## config.mk

```make
export PLATFORM = sky130hd
export DESIGN_NAME = can_motor_feedback_and_command_hub_unit_flat
export DESIGN_NICKNAME = d
export VERILOG_FILES = /design/src/rtl/mhub_pkg.sv /design/src/rtl/mhub_req_if.sv /design/src/rtl/mhub_rsp_if.sv /design/src/rtl/mhub_feedback.sv /design/src/rtl/mhub_command.sv /design/src/rtl/can_motor_feedback_and_command_hub_unit.sv /design/src/flat_wrapper.sv
export SDC_FILE = /design/constraint.sdc
export NUM_CORES = 2
export LEC_CHECK = 0
export ABC_AREA = 0
export BUFFER_PORTS_ARGS = -buffer_cell sky130_fd_sc_hd__buf_2
export CELL_PAD_IN_SITES_DETAIL_PLACEMENT = 1
export CELL_PAD_IN_SITES_GLOBAL_PLACEMENT = 2
export CORE_ASPECT_RATIO = 1.25
export CORE_MARGIN = 2
export CORE_UTILIZATION = 40
export DETAILED_ROUTE_END_ITERATION = 8
export PLACE_DENSITY = 0.81
export SETUP_SLACK_MARGIN = 0.1
export SYNTH_ARGS = -nofsm -noshare
export SYNTH_HDL_FRONTEND = slang
export SYNTH_SLANG_ARGS = --single-unit
```

## constraint.sdc

```tcl
create_clock -name clk_i -period 7.7 [get_ports clk_i]
set_input_delay 1.155 -clock clk_i [delete_from_list [all_inputs] [get_ports clk_i]]
set_output_delay 1.155 -clock clk_i [all_outputs]
set_load 0.02 [all_outputs]
```

## src/rtl/mhub_pkg.sv

```systemverilog
// mhub_pkg: shared types, codes and reset constants for the motor feedback and
// command hub. No dependencies.
`timescale 1ns / 1ps

package mhub_pkg;

  localparam int unsigned MOTORS_DEF   = 4;
  localparam int unsigned AGE_BITS_DEF = 24;

  localparam logic [3:0]  MIN_FEEDBACK_LEN = 4'd7;
  localparam int unsigned CFG_IDX_W        = 3;
  localparam int unsigned CFG_DATA_W       = 24;

  localparam logic        RST_BUS_ENABLED      = 1'b0;
  localparam logic [10:0] RST_FEEDBACK_ID_BASE = 11'd513;
  localparam logic [10:0] RST_COMMAND_ID       = 11'd512;
  localparam logic [15:0] RST_TX_INTERVAL      = 16'd1000;
  localparam logic [23:0] RST_FB_TIMEOUT       = 24'd100000;

  typedef enum logic [2:0] {
    REQ_FRAME    = 3'd0,
    REQ_SET_CMD  = 3'd1,
    REQ_TICK     = 3'd2,
    REQ_READ     = 3'd3,
    REQ_ZERO_ALL = 3'd4
  } req_type_e;

  typedef enum logic [CFG_IDX_W-1:0] {
    CFG_BUS_ENABLED      = 3'd0,
    CFG_FEEDBACK_ID_BASE = 3'd1,
    CFG_COMMAND_ID       = 3'd2,
    CFG_TX_INTERVAL      = 3'd3,
    CFG_FB_TIMEOUT       = 3'd4
  } cfg_idx_e;

  typedef struct packed {
    logic [2:0]         req_type;
    logic [10:0]        frame_id;
    logic               frame_extended;
    logic               frame_remote;
    logic [3:0]         frame_length;
    logic [55:0]        frame_payload;
    logic [1:0]         motor_index;
    logic signed [15:0] command_value;
  } in_item_t;

  typedef struct packed {
    logic               tx_valid;
    logic [10:0]        tx_frame_id;
    logic [63:0]        tx_payload;
    logic [3:0]         fresh_mask;
    logic               frame_accepted;
    logic [15:0]        status_angle;
    logic signed [15:0] status_rpm;
    logic signed [15:0] status_current;
    logic [7:0]         status_temperature;
    logic [31:0]        sent_count;
    logic [31:0]        feedback_count;
  } out_item_t;

  // control from the decode stage to the feedback store
  typedef struct packed {
    logic       fb_write;
    logic [1:0] fb_motor;
    logic       tick;
  } fb_ctl_t;

  // control from the decode stage to the command side
  typedef struct packed {
    logic       set_cmd;
    logic [1:0] motor;
    logic       tick;
    logic       zero_all;
    logic       bus_en;
    logic       clr_interval;
  } cmd_ctl_t;

endpackage

```

## src/rtl/mhub_req_if.sv

```systemverilog
// mhub_req_if: request channel (valid/ready plus request fields).
// Depends on nothing.
`timescale 1ns / 1ps

interface mhub_req_if;
  logic               valid;
  logic               ready;
  logic [2:0]         req_type;
  logic [10:0]        frame_id;
  logic               frame_extended;
  logic               frame_remote;
  logic [3:0]         frame_length;
  logic [55:0]        frame_payload;
  logic [1:0]         motor_index;
  logic signed [15:0] command_value;

  modport source (
    output valid, req_type, frame_id, frame_extended, frame_remote, frame_length,
           frame_payload, motor_index, command_value,
    input  ready
  );
  modport sink (
    input  valid, req_type, frame_id, frame_extended, frame_remote, frame_length,
           frame_payload, motor_index, command_value,
    output ready
  );
endinterface

```

## src/rtl/mhub_rsp_if.sv

```systemverilog
// mhub_rsp_if: result channel (valid/ready plus result fields).
// Depends on nothing.
`timescale 1ns / 1ps

interface mhub_rsp_if;
  logic               valid;
  logic               ready;
  logic               tx_valid;
  logic [10:0]        tx_frame_id;
  logic [63:0]        tx_payload;
  logic [3:0]         fresh_mask;
  logic               frame_accepted;
  logic [15:0]        status_angle;
  logic signed [15:0] status_rpm;
  logic signed [15:0] status_current;
  logic [7:0]         status_temperature;
  logic [31:0]        sent_count;
  logic [31:0]        feedback_count;

  modport source (
    output valid, tx_valid, tx_frame_id, tx_payload, fresh_mask, frame_accepted,
           status_angle, status_rpm, status_current, status_temperature,
           sent_count, feedback_count,
    input  ready
  );
  modport sink (
    input  valid, tx_valid, tx_frame_id, tx_payload, fresh_mask, frame_accepted,
           status_angle, status_rpm, status_current, status_temperature,
           sent_count, feedback_count,
    output ready
  );
endinterface

```

## src/rtl/mhub_feedback.sv

```systemverilog
// mhub_feedback: per-motor feedback tables, entry ages and fresh mask.
// Depends on mhub_pkg.
`timescale 1ns / 1ps

module mhub_feedback #(
  parameter int unsigned MOTORS   = mhub_pkg::MOTORS_DEF,
  parameter int unsigned AGE_BITS = mhub_pkg::AGE_BITS_DEF
) (
  input  logic               clk_i,
  input  logic               rst_ni,
  input  logic               fire_i,
  input  mhub_pkg::fb_ctl_t  ctl_i,
  input  logic [55:0]        payload_i,
  input  logic [23:0]        timeout_i,
  input  logic [1:0]         rd_motor_i,
  output logic [3:0]         fresh_mask_o,
  output logic [15:0]        angle_o,
  output logic signed [15:0] rpm_o,
  output logic signed [15:0] current_o,
  output logic [7:0]         temperature_o
);
  import mhub_pkg::*;

  localparam logic [AGE_BITS-1:0] AGE_MAX = '1;

  logic [15:0]         angle_q [MOTORS];
  logic [15:0]         angle_d [MOTORS];
  logic [15:0]         rpm_q   [MOTORS];
  logic [15:0]         rpm_d   [MOTORS];
  logic [15:0]         cur_q   [MOTORS];
  logic [15:0]         cur_d   [MOTORS];
  logic [7:0]          temp_q  [MOTORS];
  logic [7:0]          temp_d  [MOTORS];
  logic [AGE_BITS-1:0] age_q   [MOTORS];
  logic [AGE_BITS-1:0] age_d   [MOTORS];
  logic [MOTORS-1:0]   vld_q;
  logic [MOTORS-1:0]   vld_d;

  always_comb begin
    for (int k = 0; k < MOTORS; k++) begin
      angle_d[k] = angle_q[k];
      rpm_d[k]   = rpm_q[k];
      cur_d[k]   = cur_q[k];
      temp_d[k]  = temp_q[k];
      age_d[k]   = age_q[k];
      vld_d[k]   = vld_q[k];
      if (fire_i && ctl_i.fb_write && ctl_i.fb_motor == 2'(k)) begin
        angle_d[k] = payload_i[55:40];
        rpm_d[k]   = payload_i[39:24];
        cur_d[k]   = payload_i[23:8];
        temp_d[k]  = payload_i[7:0];
        age_d[k]   = '0;
        vld_d[k]   = 1'b1;
      end else if (fire_i && ctl_i.tick && age_q[k] != AGE_MAX) begin
        age_d[k] = age_q[k] + AGE_BITS'(1);
      end
    end
  end

  // results report the state after this transaction
  always_comb begin
    fresh_mask_o  = '0;
    angle_o       = '0;
    rpm_o         = '0;
    current_o     = '0;
    temperature_o = '0;
    for (int k = 0; k < MOTORS; k++) begin
      fresh_mask_o[k] = vld_d[k] && (32'(age_d[k]) <= 32'(timeout_i));
      if (rd_motor_i == 2'(k)) begin
        angle_o       = angle_d[k];
        rpm_o         = rpm_d[k];
        current_o     = cur_d[k];
        temperature_o = temp_d[k];
      end
    end
  end

  always_ff @(posedge clk_i or negedge rst_ni) begin
    if (!rst_ni) begin
      for (int k = 0; k < MOTORS; k++) begin
        angle_q[k] <= '0;
        rpm_q[k]   <= '0;
        cur_q[k]   <= '0;
        temp_q[k]  <= '0;
        age_q[k]   <= '0;
      end
      vld_q <= '0;
    end else begin
      for (int k = 0; k < MOTORS; k++) begin
        angle_q[k] <= angle_d[k];
        rpm_q[k]   <= rpm_d[k];
        cur_q[k]   <= cur_d[k];
        temp_q[k]  <= temp_d[k];
        age_q[k]   <= age_d[k];
      end
      vld_q <= vld_d;
    end
  end

endmodule

```

## src/rtl/mhub_command.sv

```systemverilog
// mhub_command: current command table, send interval timer, frame packing
// and sent counter. Depends on mhub_pkg.
`timescale 1ns / 1ps

module mhub_command #(
  parameter int unsigned MOTORS = mhub_pkg::MOTORS_DEF
) (
  input  logic               clk_i,
  input  logic               rst_ni,
  input  logic               fire_i,
  input  mhub_pkg::cmd_ctl_t ctl_i,
  input  logic signed [15:0] value_i,
  input  logic [15:0]        interval_i,
  output logic               send_o,
  output logic [63:0]        payload_o,
  output logic [31:0]        sent_count_o
);
  import mhub_pkg::*;

  logic [15:0] cmd_q [MOTORS];
  logic [15:0] cmd_d [MOTORS];
  logic [15:0] elapsed_q;
  logic [15:0] elapsed_d;
  logic [15:0] elapsed_inc;
  logic [31:0] sent_q;
  logic [31:0] sent_d;

  assign elapsed_inc = (elapsed_q == 16'hFFFF) ? elapsed_q : elapsed_q + 16'd1;

  always_comb begin
    for (int k = 0; k < MOTORS; k++) begin
      cmd_d[k] = cmd_q[k];
      if (fire_i && ctl_i.zero_all) begin
        cmd_d[k] = '0;
      end else if (fire_i && ctl_i.set_cmd && ctl_i.motor == 2'(k)) begin
        cmd_d[k] = value_i;
      end
    end

    send_o    = 1'b0;
    elapsed_d = elapsed_q;
    if (ctl_i.clr_interval) begin
      elapsed_d = '0;
    end else if (fire_i && ctl_i.tick) begin
      if (!ctl_i.bus_en) begin
        elapsed_d = '0;
      end else if (elapsed_inc >= interval_i) begin
        elapsed_d = '0;
        send_o    = 1'b1;
      end else begin
        elapsed_d = elapsed_inc;
      end
    end else if (fire_i && ctl_i.zero_all && ctl_i.bus_en) begin
      send_o = 1'b1;
    end

    sent_d = (fire_i && send_o) ? sent_q + 32'd1 : sent_q;

    // motor k takes bytes 2k (high) and 2k+1, byte 0 on top
    payload_o = '0;
    for (int k = 0; k < MOTORS; k++) begin
      payload_o[63 - 16*k -: 16] = cmd_d[k];
    end
  end

  assign sent_count_o = sent_d;

  always_ff @(posedge clk_i or negedge rst_ni) begin
    if (!rst_ni) begin
      for (int k = 0; k < MOTORS; k++) begin
        cmd_q[k] <= '0;
      end
      elapsed_q <= '0;
      sent_q    <= '0;
    end else begin
      for (int k = 0; k < MOTORS; k++) begin
        cmd_q[k] <= cmd_d[k];
      end
      elapsed_q <= elapsed_d;
      sent_q    <= sent_d;
    end
  end

endmodule

```

## src/rtl/can_motor_feedback_and_command_hub_unit.sv

```systemverilog
// Channel  Dir  Handshake    Payload
// req_i    in   valid/ready  request type, received frame, motor index, command
// rsp_o    out  valid/ready  command frame, fresh mask, status, counters
// cfg      in   cfg_we_i     cfg_idx_i selects register, cfg_wdata_i carries it
//
// One transaction per cycle sustained while rsp_o is ready; a request passes
// the input register, then decode and table update into the result register.
// All tables reset to zero with the reset; there is no clearing pass.
// A stalled result holds the result register; one more request waits in the
// input register, after which req_i.ready drops until rsp_o moves.
// Depends on mhub_pkg, mhub_req_if, mhub_rsp_if, mhub_feedback, mhub_command.
`timescale 1ns / 1ps

module can_motor_feedback_and_command_hub_unit #(
  parameter int unsigned MOTORS   = mhub_pkg::MOTORS_DEF,
  parameter int unsigned AGE_BITS = mhub_pkg::AGE_BITS_DEF
) (
  input  logic                                clk_i,
  input  logic                                rst_ni,
  mhub_req_if.sink                            req_i,
  mhub_rsp_if.source                          rsp_o,
  input  logic                                cfg_we_i,
  input  logic [mhub_pkg::CFG_IDX_W-1:0]      cfg_idx_i,
  input  logic [mhub_pkg::CFG_DATA_W-1:0]     cfg_wdata_i
);
  import mhub_pkg::*;

  logic        bus_en_q;
  logic [10:0] fb_base_q;
  logic [10:0] cmd_id_q;
  logic [15:0] interval_q;
  logic [23:0] timeout_q;

  in_item_t    in_q;
  logic        in_vld_q;
  out_item_t   out_q;
  out_item_t   res_d;
  logic        out_vld_q;
  logic [31:0] acc_q;
  logic [31:0] acc_d;

  logic        proc_fire;
  logic        req_fire;
  logic [11:0] id_diff;
  logic        frame_hit;
  logic        clr_interval;
  fb_ctl_t     fb_ctl;
  cmd_ctl_t    cmd_ctl;
  logic        send;
  logic [63:0] tx_payload;
  logic [31:0] sent_count;

  logic [3:0]         fb_fresh;
  logic [15:0]        fb_angle;
  logic signed [15:0] fb_rpm;
  logic signed [15:0] fb_current;
  logic [7:0]         fb_temp;

  assign proc_fire   = in_vld_q && (!out_vld_q || rsp_o.ready);
  assign req_i.ready = !in_vld_q || proc_fire;
  assign req_fire    = req_i.valid && req_i.ready;

  // configuration
  always_ff @(posedge clk_i or negedge rst_ni) begin
    if (!rst_ni) begin
      bus_en_q   <= RST_BUS_ENABLED;
      fb_base_q  <= RST_FEEDBACK_ID_BASE;
      cmd_id_q   <= RST_COMMAND_ID;
      interval_q <= RST_TX_INTERVAL;
      timeout_q  <= RST_FB_TIMEOUT;
    end else if (cfg_we_i) begin
      case (cfg_idx_e'(cfg_idx_i))
        CFG_BUS_ENABLED:      bus_en_q   <= cfg_wdata_i[0];
        CFG_FEEDBACK_ID_BASE: fb_base_q  <= cfg_wdata_i[10:0];
        CFG_COMMAND_ID:       cmd_id_q   <= cfg_wdata_i[10:0];
        CFG_TX_INTERVAL:      interval_q <= cfg_wdata_i[15:0];
        CFG_FB_TIMEOUT:       timeout_q  <= cfg_wdata_i;
        default: ;
      endcase
    end
  end

  // the timer only runs while enabled, so only a disabling write clears it
  assign clr_interval = cfg_we_i && (cfg_idx_i == CFG_BUS_ENABLED) && !cfg_wdata_i[0];

  // input register
  always_ff @(posedge clk_i or negedge rst_ni) begin
    if (!rst_ni) begin
      in_vld_q <= 1'b0;
    end else if (req_fire) begin
      in_vld_q <= 1'b1;
    end else if (proc_fire) begin
      in_vld_q <= 1'b0;
    end
  end

  always_ff @(posedge clk_i) begin
    if (req_fire) begin
      in_q.req_type       <= req_i.req_type;
      in_q.frame_id       <= req_i.frame_id;
      in_q.frame_extended <= req_i.frame_extended;
      in_q.frame_remote   <= req_i.frame_remote;
      in_q.frame_length   <= req_i.frame_length;
      in_q.frame_payload  <= req_i.frame_payload;
      in_q.motor_index    <= req_i.motor_index;
      in_q.command_value  <= req_i.command_value;
    end
  end

  // decode
  assign id_diff   = {1'b0, in_q.frame_id} - {1'b0, fb_base_q};
  assign frame_hit = (in_q.req_type == REQ_FRAME) && bus_en_q &&
                     !in_q.frame_extended && !in_q.frame_remote &&
                     (in_q.frame_length >= MIN_FEEDBACK_LEN) &&
                     !id_diff[11] && (id_diff[10:0] < 11'(MOTORS));

  always_comb begin
    fb_ctl.fb_write = frame_hit;
    fb_ctl.fb_motor = id_diff[1:0];
    fb_ctl.tick     = (in_q.req_type == REQ_TICK);

    cmd_ctl.set_cmd      = (in_q.req_type == REQ_SET_CMD) &&
                           (32'(in_q.motor_index) < 32'(MOTORS));
    cmd_ctl.motor        = in_q.motor_index;
    cmd_ctl.tick         = (in_q.req_type == REQ_TICK);
    cmd_ctl.zero_all     = (in_q.req_type == REQ_ZERO_ALL);
    cmd_ctl.bus_en       = bus_en_q;
    cmd_ctl.clr_interval = clr_interval;
  end

  mhub_feedback #(
    .MOTORS   (MOTORS),
    .AGE_BITS (AGE_BITS)
  ) u_feedback (
    .clk_i         (clk_i),
    .rst_ni        (rst_ni),
    .fire_i        (proc_fire),
    .ctl_i         (fb_ctl),
    .payload_i     (in_q.frame_payload),
    .timeout_i     (timeout_q),
    .rd_motor_i    (in_q.motor_index),
    .fresh_mask_o  (fb_fresh),
    .angle_o       (fb_angle),
    .rpm_o         (fb_rpm),
    .current_o     (fb_current),
    .temperature_o (fb_temp)
  );

  mhub_command #(
    .MOTORS (MOTORS)
  ) u_command (
    .clk_i        (clk_i),
    .rst_ni       (rst_ni),
    .fire_i       (proc_fire),
    .ctl_i        (cmd_ctl),
    .value_i      (in_q.command_value),
    .interval_i   (interval_q),
    .send_o       (send),
    .payload_o    (tx_payload),
    .sent_count_o (sent_count)
  );

  assign acc_d = (proc_fire && frame_hit) ? acc_q + 32'd1 : acc_q;

  always_comb begin
    res_d.tx_valid           = send;
    res_d.tx_frame_id        = send ? cmd_id_q : '0;
    res_d.tx_payload         = send ? tx_payload : '0;
    res_d.fresh_mask         = fb_fresh;
    res_d.frame_accepted     = frame_hit;
    res_d.status_angle       = fb_angle;
    res_d.status_rpm         = fb_rpm;
    res_d.status_current     = fb_current;
    res_d.status_temperature = fb_temp;
    res_d.sent_count         = sent_count;
    res_d.feedback_count     = acc_d;
  end

  // result register
  always_ff @(posedge clk_i or negedge rst_ni) begin
    if (!rst_ni) begin
      out_vld_q <= 1'b0;
      acc_q     <= '0;
    end else begin
      acc_q <= acc_d;
      if (proc_fire) begin
        out_vld_q <= 1'b1;
      end else if (rsp_o.ready) begin
        out_vld_q <= 1'b0;
      end
    end
  end

  always_ff @(posedge clk_i) begin
    if (proc_fire) begin
      out_q <= res_d;
    end
  end

  assign rsp_o.valid              = out_vld_q;
  assign rsp_o.tx_valid           = out_q.tx_valid;
  assign rsp_o.tx_frame_id        = out_q.tx_frame_id;
  assign rsp_o.tx_payload         = out_q.tx_payload;
  assign rsp_o.fresh_mask         = out_q.fresh_mask;
  assign rsp_o.frame_accepted     = out_q.frame_accepted;
  assign rsp_o.status_angle       = out_q.status_angle;
  assign rsp_o.status_rpm         = out_q.status_rpm;
  assign rsp_o.status_current     = out_q.status_current;
  assign rsp_o.status_temperature = out_q.status_temperature;
  assign rsp_o.sent_count         = out_q.sent_count;
  assign rsp_o.feedback_count     = out_q.feedback_count;

  a_empty_output_ready: assert property (@(posedge clk_i) disable iff (!rst_ni)
    !out_vld_q |-> req_i.ready)
    else $error("request stalled with empty result register");

  a_hit_reported: assert property (@(posedge clk_i) disable iff (!rst_ni)
    proc_fire && frame_hit |=> out_vld_q && out_q.frame_accepted)
    else $error("accepted frame not reported");

  a_fb_count_step: assert property (@(posedge clk_i) disable iff (!rst_ni)
    proc_fire |=> out_q.feedback_count == $past(acc_q) + 32'(out_q.frame_accepted))
    else $error("feedback count out of step");

  a_no_tx_zero: assert property (@(posedge clk_i) disable iff (!rst_ni)
    out_vld_q && !out_q.tx_valid |-> out_q.tx_payload == '0 && out_q.tx_frame_id == '0)
    else $error("frame fields set without a send");

endmodule

```

## src/flat_wrapper.sv

```systemverilog
// flat-port wrapper written by rule: the top's interface ports become plain ports
module can_motor_feedback_and_command_hub_unit_flat import mhub_pkg::*;
#(
  parameter int unsigned MOTORS   = mhub_pkg::MOTORS_DEF,
  parameter int unsigned AGE_BITS = mhub_pkg::AGE_BITS_DEF
)
  (clk_i, rst_ni, cfg_we_i, cfg_idx_i, cfg_wdata_i, req_i_valid, req_i_req_type, req_i_frame_id, req_i_frame_extended, req_i_frame_remote, req_i_frame_length, req_i_frame_payload, req_i_motor_index, req_i_command_value, req_i_ready, rsp_o_valid, rsp_o_tx_valid, rsp_o_tx_frame_id, rsp_o_tx_payload, rsp_o_fresh_mask, rsp_o_frame_accepted, rsp_o_status_angle, rsp_o_status_rpm, rsp_o_status_current, rsp_o_status_temperature, rsp_o_sent_count, rsp_o_feedback_count, rsp_o_ready);
  mhub_req_if req_i_i ();
  mhub_rsp_if rsp_o_i ();
  input  logic clk_i;
  input  logic rst_ni;
  input  logic cfg_we_i;
  input  logic [mhub_pkg::CFG_IDX_W-1:0] cfg_idx_i;
  input  logic [mhub_pkg::CFG_DATA_W-1:0] cfg_wdata_i;
  input wire logic [$bits(req_i_i.valid)-1:0] req_i_valid;
  input wire logic [$bits(req_i_i.req_type)-1:0] req_i_req_type;
  input wire logic [$bits(req_i_i.frame_id)-1:0] req_i_frame_id;
  input wire logic [$bits(req_i_i.frame_extended)-1:0] req_i_frame_extended;
  input wire logic [$bits(req_i_i.frame_remote)-1:0] req_i_frame_remote;
  input wire logic [$bits(req_i_i.frame_length)-1:0] req_i_frame_length;
  input wire logic [$bits(req_i_i.frame_payload)-1:0] req_i_frame_payload;
  input wire logic [$bits(req_i_i.motor_index)-1:0] req_i_motor_index;
  input wire logic [$bits(req_i_i.command_value)-1:0] req_i_command_value;
  output wire logic [$bits(req_i_i.ready)-1:0] req_i_ready;
  output wire logic [$bits(rsp_o_i.valid)-1:0] rsp_o_valid;
  output wire logic [$bits(rsp_o_i.tx_valid)-1:0] rsp_o_tx_valid;
  output wire logic [$bits(rsp_o_i.tx_frame_id)-1:0] rsp_o_tx_frame_id;
  output wire logic [$bits(rsp_o_i.tx_payload)-1:0] rsp_o_tx_payload;
  output wire logic [$bits(rsp_o_i.fresh_mask)-1:0] rsp_o_fresh_mask;
  output wire logic [$bits(rsp_o_i.frame_accepted)-1:0] rsp_o_frame_accepted;
  output wire logic [$bits(rsp_o_i.status_angle)-1:0] rsp_o_status_angle;
  output wire logic [$bits(rsp_o_i.status_rpm)-1:0] rsp_o_status_rpm;
  output wire logic [$bits(rsp_o_i.status_current)-1:0] rsp_o_status_current;
  output wire logic [$bits(rsp_o_i.status_temperature)-1:0] rsp_o_status_temperature;
  output wire logic [$bits(rsp_o_i.sent_count)-1:0] rsp_o_sent_count;
  output wire logic [$bits(rsp_o_i.feedback_count)-1:0] rsp_o_feedback_count;
  input wire logic [$bits(rsp_o_i.ready)-1:0] rsp_o_ready;
  assign req_i_i.valid = req_i_valid;
  assign req_i_i.req_type = req_i_req_type;
  assign req_i_i.frame_id = req_i_frame_id;
  assign req_i_i.frame_extended = req_i_frame_extended;
  assign req_i_i.frame_remote = req_i_frame_remote;
  assign req_i_i.frame_length = req_i_frame_length;
  assign req_i_i.frame_payload = req_i_frame_payload;
  assign req_i_i.motor_index = req_i_motor_index;
  assign req_i_i.command_value = req_i_command_value;
  assign req_i_ready = req_i_i.ready;
  assign rsp_o_valid = rsp_o_i.valid;
  assign rsp_o_tx_valid = rsp_o_i.tx_valid;
  assign rsp_o_tx_frame_id = rsp_o_i.tx_frame_id;
  assign rsp_o_tx_payload = rsp_o_i.tx_payload;
  assign rsp_o_fresh_mask = rsp_o_i.fresh_mask;
  assign rsp_o_frame_accepted = rsp_o_i.frame_accepted;
  assign rsp_o_status_angle = rsp_o_i.status_angle;
  assign rsp_o_status_rpm = rsp_o_i.status_rpm;
  assign rsp_o_status_current = rsp_o_i.status_current;
  assign rsp_o_status_temperature = rsp_o_i.status_temperature;
  assign rsp_o_sent_count = rsp_o_i.sent_count;
  assign rsp_o_feedback_count = rsp_o_i.feedback_count;
  assign rsp_o_i.ready = rsp_o_ready;
  can_motor_feedback_and_command_hub_unit #(.MOTORS(MOTORS), .AGE_BITS(AGE_BITS)) u_core (.clk_i(clk_i), .rst_ni(rst_ni), .req_i(req_i_i), .rsp_o(rsp_o_i), .cfg_we_i(cfg_we_i), .cfg_idx_i(cfg_idx_i), .cfg_wdata_i(cfg_wdata_i));
endmodule
```

======== After elaboration in Yosys (flattened, before gate mapping) ========
Cells that the tools add are included.
operators by class
  $add $sub $neg .......................... 8
  eq/ne operators ......................... 18
  magnitude comparators ................... 7
  multiplexer cells ....................... 68
  reductions and logical operators ........ 52
operators by type and width
  cell                                                  count
  2-to-1 mux 16 bit                                     37
  2-to-1 mux 24 bit                                     8
  adder 24 x 1 -> 24 bit (second input constant)        4
  less-or-equal comparator 24 bit                       4
  inequality test 24 bit (second input constant)        4
  adder 32 x 1 -> 32 bit (second input constant)        2
  2-to-1 mux 32 bit                                     2
  2-to-1 mux 8 bit                                      8
  logical AND 1 bit                                     32
  adder 16 x 1 -> 16 bit (second input constant)        1
  == test 16 bit (second input constant)                1
  >= comparator 16 bit                                  1
  2-to-1 mux 1 bit                                      13
  subtractor 11 x 11 -> 12 bit                          1
  < comparator 11 x 3 -> 1 bit (second input constant)  1
  AND reduction 2 bit                                   5
  == test 3 x 2 -> 1 bit (second input constant)        3
  == test 2 bit (second input constant)                 4
  == test 3 x 1 -> 1 bit (second input constant)        2
  == test 3 bit (second input constant)                 2
  zero test 1 bit                                       6
  zero test 3 bit                                       2
  nonzero test 2 bit                                    3
  == test 2 x 1 -> 1 bit (second input constant)        2
  3 further kinds                                       5
word-level totals
  input port bits ......................... 126
  flip-flop bits (word level) ............. 828
  output and inout bits ................... 203
  word-level logic and storage cells ...... 207

======== Depth between registers and ports, before layout ========
  word-level depth ........................ 14
  mapped depth ............................ 25
  gate-level depth less buffers ........... 22

======== Cells and area by module ========
A second synthesis with hierarchy kept.
unflattened totals
  cell total of the unflattened synthesis .. 3255
  area, all modules ....................... 37078.1 um2
modules (own cells, without submodules)
  module                                   sequential area each (um2)  area an instance (um2)  instances  cells each
  mhub_feedback                            8107.8                      17254.0                 1          1880
  can_motor_feedback_and_command_hub_unit  11304.6                     14370.0                 1          791
  mhub_command                             2802.7                      5454.0                  1          584

======== Worst setup path after synthesis ========
No wires, ideal clock.
  path type ............................... in2reg
  from .................................... input port rsp_o_ready
  to ...................................... register u_core.out_q (netlist bit u_core.rsp_o.fresh_mask[3]), data pin
  stages .................................. 17
  library setup time ...................... 254 ps
  data required time ...................... 7446 ps
  arrival time ............................ 6736 ps
  setup slack ............................. 709 ps
  buffers on the path ..................... 2
  path through ............................ nand2b_1 -> nand2_1 -> inv_2 -> nand4_4 -> nor3_1 -> clkbuf_1 -> buf_1 -> nor2_1 -> ha_1 -> nand4_1 -> nor2_1 -> inv_1 -> nor4_1 -> a221oi_1 -> o21ai_0 -> a311oi_1 -> o21a_1
RTL lines
  what                  line                                            text
  start, declared       flat_wrapper.sv:37                              input wire logic [$bits(rsp_o_i.ready)-1:0] rsp_o_ready;
  end signal, assigned  can_motor_feedback_and_command_hub_unit.sv:196  out_q <= res_d;
  end, declared         can_motor_feedback_and_command_hub_unit.sv:36   out_item_t out_q;

==> results.md <==
* TNS Setup at 0 ns
* Root buf cell: clkbuf_16
* Worst skew pair latency at around 0.66 ns
* Starting Density at 40.3%
* CTS-repair resized insts at 0
* Yosys top cell area share at 35.3%
* CP Depth at 21
* IO Port Bufs at approximately 330
* Layout Cells excl Fill at ~4800
* Sequential-to-total area share from yosys stat at about three fifths
* Nets at about 3800
* Synth Area in Compound Gates at 7.84%
* Syn Std Cell Area at ~37000 µm²
* Final setup vio count at 0
* Combinational power share at 12.2%
* CTS Hold Bufs at 0
* Share of layout cells above drive strength 1 at 18.1%
* P per Cell Area at 252 nW/µm²
* Worst Max-Slew Pin Slew at approximately 1.2 ns
* Switch share at roughly 27%
* Post-synth top cells: nand2_1 (562), dfrtp_1 (518), edfxtp_1 (295)
* Slowest-stage cell, CP: dfstp_2
* Avg WL per Cell at around 22 µm
* Hold WC Path Type: reg2reg
* MaxCap Viol Count at 0
* Pins Over Slew Limit at 0
* Die area at approximately 94000 µm²
* Fill count at ~9800
* Via/cell ratio at ~5.4
* Clock sink total at about 830
* Clock power frac at between 40% and 50%
* CORE AREA at between 90000 and 100000 µm²
* DR iter-0 viols at ~1500
* Final Hold Fails at 0
* Footprint of the multi-input gates at 13600 µm²
* Sequential share of power at around 47%
* Largest family of logic cells by synthesized area: simple AND/OR/NAND/NOR gates
* Worst Skew at roughly 0.027 ns
* Setup Fix Bufs, Post-CTS at 0
* WS Path Type: reg2reg
* Biggest area consumer among synthesized cells: dfrtp_1
* Die Wd at between 200 and 300 µm
* CTS tree: yes
* Boundary Pins at about 330
* Post-synth EDFFs at 295
* DRC at 0
* Detailed placement HPWL at 68300 µm
* First-pass GRT wire length at around 170000 µm
* Max Clk Rate at ~180 MHz
* Final Total Pwr at 10.8 mW
* Slowest stage delay, CP at between 0.5 and 0.6 ns
* Clock buffer depth at 3
* VDD IR max at 0.177 mV
* Synth Instances at approximately 3200
* Antenna Nets Post-Route at 0
* Gr ovfl total at 0
* Vias in the first global route at between 20000 and 30000
* GPL Wtd Cong at between 0.8 and 0.9
* Reg area at 22200 µm²
* Mean area per synthesized cell at around 11 µm²
* Status: completed
* Internal power at a little under 8 mW
* Htree depth at 3
* Clk slew on worst S/H paths at around 0.060 ns
* Distinct cells, synth at 72
* Post-synthesis xor/xnor area fraction at under 10%
* Crit path arrival time at roughly 6 ns
* Required time of the critical path at roughly 8.1 ns
* Largest net degree at the start of global routing at 140
* Yosys reg bits at between 800 and 900
* Relative slew slack at a little over a fifth
* Yosys Warn Count at 0
* Routed WL at around 110000 µm
* Startpoint types: flip-flop
* Psw at just under 3 mW
* Crit path max-delay family: simple AND/OR/NAND/NOR gates
* Site row count at 124
* Critical path, cell by cell: ha_1 -> inv_1 -> fa_1 -> a21o_1 -> a21oi_1 -> mux2i_1 -> nand3_1 -> nor4b_4 -> nand4_4 -> nor3_2 -> buf_4 -> nor2_1 -> ha_1 -> nand4_1 -> nor2_1 -> inv_1 -> nor4_1 -> nand2_1 -> o221ai_1 -> a21oi_1 -> o21a_1
* Synth area leaders: dfrtp_1 (35%), edfxtp_1 (24%), nand2_1 (5.7%)
* Top FF cell, synth: dfrtp_1
* Post-Synth Adder-Cell Area at roughly 4.5%
* Simple-gate share of the synthesized area at about 16%
* CP max FO at 41
* Area Overhead vs Synth at 16.3%
* Via Count at ~26000
* Tcrit/Tclk final at 73.4%
* Crit end category: flip-flop
* Most frequent cell after synthesis: nand2_1
* Aggregate global-route resource usage at 22.8%
* Post-synth ARST share at roughly 64%
* Placed cells at between 4000 and 5000
* Final min period at about 5.7 ns
* Total CTS buffers at between 80 and 90
* Hold Path Depth at 1
* Worst Reg2Reg Path Length in Cells at 21
* Die Span Y at 343 µm
* Antenna violations before repair at 12
* Buf+Inv Stages, Crit Path at 3
* Post-synthesis mux area share at about 5.2%
* Synth Net Count at 3503
* DRT Pass-1 Iters at 5
* RSZ-0062 raised after global routing: no
* Leak at 19.6 nW
==> worst paths after layout <==
path / startpoint / endpoint / slack [ns]
min in group asynchronous: rst_ni / u_core.u_feedback.angle_q[37]$_DFF_PN0_ / 0.52
hold reg to reg: u_core.u_feedback.vld_q[2]$_DFF_PN0_ / u_core.u_feedback.vld_q[2]$_DFF_PN0_ / 0.45
setup reg to reg: u_core.fb_base_q[0]$_DFFE_PN1P_ / u_core.rsp_o.fresh_mask[1]$_DFFE_PP_ / 2.05
hold / removal: u_core.u_feedback.vld_q[2]$_DFF_PN0_ / u_core.u_feedback.vld_q[2]$_DFF_PN0_ / 0.45
setup / recovery: u_core.fb_base_q[0]$_DFFE_PN1P_ / u_core.rsp_o.fresh_mask[1]$_DFFE_PP_ / 2.05
max in group asynchronous: rst_ni / u_core.u_command.elapsed_q[15]$_DFFE_PN0P_ / 5.69
==> flip-flops by register name, summed over array words and instances, names as in the netlist, 8 cells and up <==
register / cells
u_core.u_feedback.age_q: 96
u_core.in_q: 92
u_core.rsp_o.tx_payload: 64
u_core.u_command.cmd_q: 64
u_core.u_feedback.angle_q: 64
u_core.u_feedback.cur_q: 64
u_core.u_feedback.rpm_q: 64
u_core.acc_q: 32
u_core.rsp_o.feedback_count: 32
u_core.rsp_o.sent_count: 32
u_core.u_command.sent_q: 32
u_core.u_feedback.temp_q: 32
u_core.timeout_q: 24
u_core.interval_q: 16
u_core.rsp_o.status_angle: 16
u_core.rsp_o.status_current: 16
u_core.rsp_o.status_rpm: 16
u_core.u_command.elapsed_q: 16
u_core.cmd_id_q: 11
u_core.fb_base_q: 11
u_core.rsp_o.tx_frame_id: 11
u_core.rsp_o.status_temperature: 8
==> metrics by stage <==
stage | hold slack (ns) | setup WS (ns) | area (µm²) | utilization (%)
after floorplan | 0.426 | 0.709 | 36700 | -
after global placement | 0.439 | 2.02 | 39800 | 43.6
after detailed placement | 0.442 | 1.85 | 39800 | 43.6
after CTS | 0.456 | 2.01 | 42700 | 46.8
after global routing | 0.462 | 1.51 | 42700 | 46.8
final | 0.452 | 2.05 | 42700 | 46.8
==> placed cells by master, fill, tap and decap left out, drive strengths merged, types with 8 or more instances in the layout <==
| cell | count |
|---|---|
| nor2 | 263 |
| nor3 | 99 |
| clkbuf | 129 |
| a21o | 34 |
| dfrtp | 518 |
| dfstp | 15 |
| nand3 | 67 |
| nand2b | 46 |
| xnor2 | 69 |
| or3 | 34 |
| nand2 | 562 |
| o41ai | 9 |
| nor4 | 19 |
| and2 | 11 |
| edfxtp | 295 |
| mux2i | 69 |
| o221ai | 49 |
| clkinv | 21 |
| a211oi | 9 |
| xor2 | 85 |
| o211ai | 37 |
| o21ai | 139 |
| nand4 | 73 |
| o31ai | 8 |
| ha | 130 |
| buf | 371 |
| bufinv | 9 |
| o21a | 17 |
| inv | 107 |
| o22ai | 20 |
| and3 | 43 |
| a21oi | 83 |
| and4 | 15 |
| a22o | 12 |
| mux2 | 100 |
| nor2b | 10 |
==> cell families (layout without fill, tap and decap cells) <==
logic type | Yosys count | after routing
XOR/XNOR | 154 | 154
buffers and inverters | 255 | 638
AO/OA/AOI/OAI | 440 | 440
flip-flops | 828 | 828
other | 0 | 3
adder cells (fa/ha/maj) | 131 | 131
AND/OR/NAND/NOR | 1265 | 1265
multiplexers | 173 | 173
==> power groups by stage <==
stage	Sequential [mW]	Clock, mW	Combinational [mW]
after floorplan	5.17	0	0.717
after global placement	5.11	0	1.30
after detailed placement	5.12	0	1.33
after CTS	5.04	4.51	1.34
after global routing	5.07	4.67	1.47
final	5.04	4.39	1.32
==> per-layer routing <==
metal,wire length (µm),vias to the layer above,part of all wire (%),track usage [%]
met1,46800,13400,44,30.1
met4,2360,14,2.2,6.08
met3,4890,145,4.6,3.90
met2,52700,502,49,38.7
li1,-,12100,-,-
met5,85,-,0.080,0
==> area by class of cell <==
| type | instances | share of cell area [%] |
|---|---|---|
| multi-input combinational | 2163 | 31.9 |
| tap | 1197 | 3.51 |
| antenna | 3 | 0.0176 |
| clock inverter | 36 | 1.08 |
| timing repair buffer | 371 | 4.74 |
| inverter | 102 | 0.914 |
| sequential | 828 | 52.0 |
| clock buffer | 129 | 5.84 |
==> worst register-to-register path, cell delays in order, from the launching register on <==
cell and delay [ns]:
dfstp_2 0.53, ha_1 0.17, inv_1 0.06, fa_1 0.43
a21o_1 0.18, a21oi_1 0.19, mux2i_1 0.27, nand3_1 0.17
nor4b_4 0.43, nand4_4 0.27, nor3_2 0.27, buf_4 0.51
nor2_1 0.15, ha_1 0.33, nand4_1 0.14, nor2_1 0.17
inv_1 0.07, nor4_1 0.43, nand2_1 0.17, o221ai_1 0.23
a21oi_1 0.06, o21a_1 0.19
Note: power is estimated with default switching activity, not from simulation.
